$ cat src/hw/rtl/ksm_pkg.sv
// ----------------------------------------------------------------------------
// ksm_pkg
// Types, sizes and codes shared by the k-way sorted merge block.
// ----------------------------------------------------------------------------
package ksm_pkg;

   localparam int NUM_LISTS  = 8;
   localparam int LIST_DEPTH = 256;

   localparam int LIST_W   = $clog2(NUM_LISTS);
   localparam int LEAVES   = 1 << LIST_W;
   localparam int POS_W    = $clog2(LIST_DEPTH);
   localparam int CNT_W    = $clog2(LIST_DEPTH + 1);
   localparam int ADDR_W   = LIST_W + POS_W;
   localparam int STORE_WORDS = 1 << ADDR_W;
   localparam int VALUE_W  = 32;

   localparam logic [1:0] OP_LOAD  = 2'd0;
   localparam logic [1:0] OP_POP   = 2'd1;
   localparam logic [1:0] OP_CLEAR = 2'd2;

   typedef logic signed [VALUE_W-1:0] value_type;
   typedef logic [LIST_W-1:0]         list_idx_type;
   typedef logic [CNT_W-1:0]          count_type;
   typedef logic [ADDR_W-1:0]         addr_type;

   typedef struct packed {
      logic [1:0] op;
      logic [2:0] list_id;
      value_type  value;
   } req_type;

   typedef struct packed {
      value_type  merged_value;
      logic [2:0] source_list;
      logic       got_value;
      logic       all_empty;
      logic       list_full;
   } rsp_type;

   // winner of the head comparison
   typedef struct packed {
      logic         found;
      list_idx_type list;
      value_type    value;
   } sel_type;

   typedef enum logic {
      ST_IDLE,
      ST_REFILL
   } state_type;

endpackage

$ cat src/hw/rtl/ksm_head_select.sv
// ----------------------------------------------------------------------------
// ksm_head_select
// Binary compare tree over the cached list heads; ties go to the lower list.
// ----------------------------------------------------------------------------
module ksm_head_select (
   input  ksm_pkg::value_type             head_value [ksm_pkg::NUM_LISTS],
   input  logic [ksm_pkg::NUM_LISTS-1:0]  head_valid,
   output ksm_pkg::sel_type               sel
);

   import ksm_pkg::*;

   logic         node_valid [LIST_W+1][LEAVES];
   value_type    node_value [LIST_W+1][LEAVES];
   list_idx_type node_list  [LIST_W+1][LEAVES];

   always_comb begin
      logic take_right;
      take_right = 1'b0;
      for (int l = 0; l < LEAVES; l++) begin
         if (l < NUM_LISTS) begin
            node_valid[0][l] = head_valid[l];
            node_value[0][l] = head_value[l];
         end else begin
            node_valid[0][l] = 1'b0;
            node_value[0][l] = '0;
         end
         node_list[0][l] = LIST_W'(l);
      end
      for (int lv = 1; lv <= LIST_W; lv++) begin
         for (int n = 0; n < LEAVES; n++) begin
            if (n < (LEAVES >> lv)) begin
               // right side only wins when strictly smaller
               take_right = node_valid[lv-1][2*n+1] &&
                            (!node_valid[lv-1][2*n] ||
                             node_value[lv-1][2*n+1] < node_value[lv-1][2*n]);
               if (take_right) begin
                  node_valid[lv][n] = 1'b1;
                  node_value[lv][n] = node_value[lv-1][2*n+1];
                  node_list[lv][n]  = node_list[lv-1][2*n+1];
               end else begin
                  node_valid[lv][n] = node_valid[lv-1][2*n];
                  node_value[lv][n] = node_value[lv-1][2*n];
                  node_list[lv][n]  = node_list[lv-1][2*n];
               end
            end else begin
               node_valid[lv][n] = 1'b0;
               node_value[lv][n] = '0;
               node_list[lv][n]  = '0;
            end
         end
      end
      sel.found = node_valid[LIST_W][0];
      sel.value = node_value[LIST_W][0];
      sel.list  = node_list[LIST_W][0];
   end

endmodule
$ cat config.mk
export PLATFORM = sky130hd
export DESIGN_NAME = ksm_head_select
export DESIGN_NICKNAME = d
export VERILOG_FILES = /design/src/hw/rtl/ksm_pkg.sv /design/src/hw/rtl/ksm_head_select.sv
export SDC_FILE = /design/constraint.sdc
export NUM_CORES = 1
export LEC_CHECK = 0
export BUFFER_PORTS_ARGS = -buffer_cell sky130_fd_sc_hd__buf_4
export CORE_UTILIZATION = 40
export DETAILED_ROUTE_END_ITERATION = 16
export GPL_ROUTABILITY_DRIVEN = 0
export PLACE_DENSITY = 0.69
export SYNTH_ARGS = -nofsm -noshare
export SYNTH_HDL_FRONTEND = slang
export SYNTH_SLANG_ARGS = --single-unit
$ cat constraint.sdc
create_clock -name vclk -period 7.15
set_input_delay 0.3575 -clock vclk [all_inputs]
set_output_delay 0.3575 -clock vclk [all_outputs]
set_load 0.05 [all_outputs]
* Yosys cells after proc, flatten, opt, wreduce, memory -nomap -nowiden
Cells that the tools add are included.
** Storage, ports and cells
- Bits in registers :: 0
- Latch bits :: 0
- Bits in writable memories :: 0
- Bits in read-only memories :: 0
- Logic and storage cells :: 49
- Memories :: 0
** Operators by class
- Add/sub/neg operators :: 0
- Multiply operators :: 0
- Div/mod/pow operators :: 0
- Magnitude comparators :: 7
- Equality and inequality tests :: 0
- Shift-type cells :: 0
- Mux-type cells :: 21
- Bitwise gates (word level) :: 0
- Reductions and logical operators :: 21
** Operators by type and width (count)
- < comparator 32 bit :: 7
- 2-to-1 mux 32 bit :: 7
- 2-to-1 mux 1 bit :: 11
- 2-to-1 mux 3 bit :: 3
- logical AND 1 bit :: 7
- zero test 1 bit :: 7
- logical OR 1 bit :: 7

* Depth between registers and ports, before layout
- Depth after elaboration :: 12
- Mapped depth :: 41
- Gate-level depth less buffers :: 36

* Least setup slack after synthesis
OpenSTA, ideal clock, no wires.
- Path kind :: input to output
- Start :: input head_value[34] in the netlist's numbering
- End :: output sel[32] in the netlist's numbering
- Arrival :: 8.050 ns
- Setup slack :: -1.258 ns
- Cell stages on the path :: 39
- Cells stage by stage :: inv_1 -> ha_1 -> a211oi_1 -> o21ai_1 -> a21oi_1 -> nor3_1 -> o311a_1 -> nor2_1 -> xnor2_1 -> nand2_1 -> nand2_1 -> buf_1 -> mux2i_1 -> inv_1 -> ha_1 -> and3_1 -> a221o_1 -> o311ai_1 -> [3 not listed] -> xnor2_2 -> a21oi_4 -> buf_4 -> mux2i_1 -> ha_1 -> a21o_1 -> a21o_1 -> a21oi_1 -> nor2b_1 -> o21ai_0 -> a31oi_1 -> a211oi_1 -> nand3_1 -> o211ai_2 -> xnor2_2 -> o21ai_4 -> buf_2 -> mux2i_1
** RTL lines
- from (decl) :: line ksm_head_select.sv:6 : input ksm_pkg::value_type head_value [ksm_pkg::NUM_LISTS],
- to (decl) :: line ksm_head_select.sv:8 : output ksm_pkg::sel_type sel

==> impl_results.md <==
* Max-cap viol count at 0
* Pleak at 8.44 nW
* Post-route DRC at 0
* Die span in y at 146 um
* Core outline area at 20300 sq um
* Pre-antenna DRT Iters at 5
* Diode count at 0
* Failing checks: negative setup slack
* Grt ovf at 0
* Slack of the critical path at -1.36 ns
* Routed Antenna Nets at 0
* Largest area contributor in the netlist: ha_1
* Filler cell count at 1473
* Global-route wire length before repair at 51.3 mm
* Detailed-route via count at 10880
* Routed wire per std cell at 17.1 um
* Site row count at 52
* Placed insts at 1998
* Clock period minus worst slack at 8.51 ns
* Syn nets at 1623
* Cell Pwr Density at 242 nW/um^2
* Slew HR at 0.554
* Yosys top cell area share at 0.327
* Starting Density at 0.409
* Proportion of layout cells with a drive suffix above 1 at 0.473
* Hold slack at 1.24 ns
* Vias in the first global route at 10764
* Largest net degree at the start of global routing at 19
* Total GRT Usage at 0.292
* Fin. Hold Viols at 0
* Worst min path class: in -> out
* Final slew viol count at 0
* Crit path DAT at 8.16 ns
* CP Class: in -> out
* Synth unique cells at 60
* Clock buf count at 0
* Final HPWL DP at 27.2 mm
* Yosys warns at 0
* Achievable Freq at 117 MHz
* Die ar. at 21300 sq um
* Post-synth top cells: inv_1, ha_1, mux2i_1
* Setup crit end: sel[16]
* Avg Inst Size Synth at 7.27 sq um
* Area delta synth->final at 82.4%
* Final #Nets at 2254
* Critical Path Start: head_value[5]
* Number of DRC markers in iteration 0 at 449
* Worst Path Max Fanout at 8
* CP endpoint kind: primary output
* Crit share post-route at 1.19
* Ports at 300
* Final Setup Violations at 35
* Worst slew pin tran at 0.664 ns
* Sequential cell area fraction in the yosys report at 0
* Startpoint Class: input port
* Register Area at 0 sq um
* Via density at 5.33
* Non-Filler Instances at 2041
* CP Data Required Time at 6.79 ns
* Antenna violations before repair at 0
* Status: complete, but fails checks
* Peak VDD IR at 592 uV
* Synth area leaders: ha_1, mux2i_1, inv_1
* CTS Hold Bufs at 0
* Slowest cell delay on critical path at 0.40 ns
* Slowest library cell on the worst path: a221o_1
* Post-Place Setup Slack at -1.47 ns
* Post-Syn Instances at 1142
* Routed WL at 34.8 mm
* Most frequent cell after synthesis: inv_1
* Input/output buffers at 300
* RSZ-0062 raised after global routing: yes
* Fin util at 0.746
* Die width at 146 um
* Mapped cell area at 8300 sq um
* Seq Cell Count at 0
cells in the final DEF (no fill, tap or decap), types with 8 or more instances in the layout:
cell type	instances
a21o_1	24
mux2i_1	101
mux2_4	32
buf_6	40
o21ai_1	10
a211oi_2	9
nand2b_1	8
ha_4	21
a21oi_1	106
o211ai_1	11
nand2_1	60
nor2_1	61
nand4_1	29
inv_1	216
nand3_1	19
mux2i_2	31
buf_12	15
buf_4	584
ha_1	194
o21ai_0	37
nor3_1	11
mux2i_4	29
buf_8	13
through the flow:
stage | total power, mW | instance area [sq um] | setup TNS, ns
finish | 3.67 | 15100 | -45.77
global route | 3.86 | 15100 | -54.69
CTS | 3.54 | 14500 | -27.52
detailed placement | 2.91 | 13400 | -49.77
global placement | 2.86 | 13400 | -39.25
floorplan | 1.86 | 8570 | -4.43
worst max-delay path: cells and delay by family:
family	cells	cell delay, ns
fa+ha+maj	3	0.87
compound gates	15	3.38
buf+inv	8	1.15
simple gates	7	0.91
mux	3	0.98
xor+xnor	3	0.50
logic make-up after synthesis:
family,count (synthesis),share of synthesized area
compound gates,250,0.183
xor+xnor,3,0.00498
fa+ha+maj,217,0.327
buf+inv,253,0.118
mux,193,0.238
simple gates,226,0.129
worst min-delay path by stage:
stage / to / from / depth (start not counted)
final: sel[35] / head_valid[0] / 4
after global routing: sel[35] / head_valid[0] / 4
after CTS: sel[35] / head_valid[0] / 4
after detailed placement: sel[35] / head_valid[0] / 4
after global placement: sel[35] / head_valid[0] / 4
after floorplan: sel[33] / head_valid[1] / 3
layer usage:
layer	GRT usage	up-vias	part of all wire
met5	0	-	0
met3	0.0247	87	0.055
met4	0.0833	0	0.035
li1	-	5316	-
met2	0.535	397	0.50
met1	0.363	5080	0.41
layout make-up:
class,instances,area (sq um),area share
multi-input combinational,889,8460,0.559
timing repair buffer,658,5490,0.363
inverter,224,851,0.0562
tap,270,338,0.0223
where the power goes:
part | leakage, nW | total (mW) | internal [mW] | switching [mW]
Combinational | 8.44 | 3.67 | 1.83 | 1.84
Sequential | 0 | 0 | 0 | 0
Clock | 0 | 0 | 0 | 0
what timing repair did:
| action | CTS | global route |
|---|---|---|
| cloned | 6 | 1 |
| resized for setup | 146 | 113 |
| endpoints found under the setup margin | 35 | 35 |
| pin swaps | 37 | 61 |
| buffers inserted | 31 | 11 |
No activity file was read; power rests on OpenSTA's default activity.
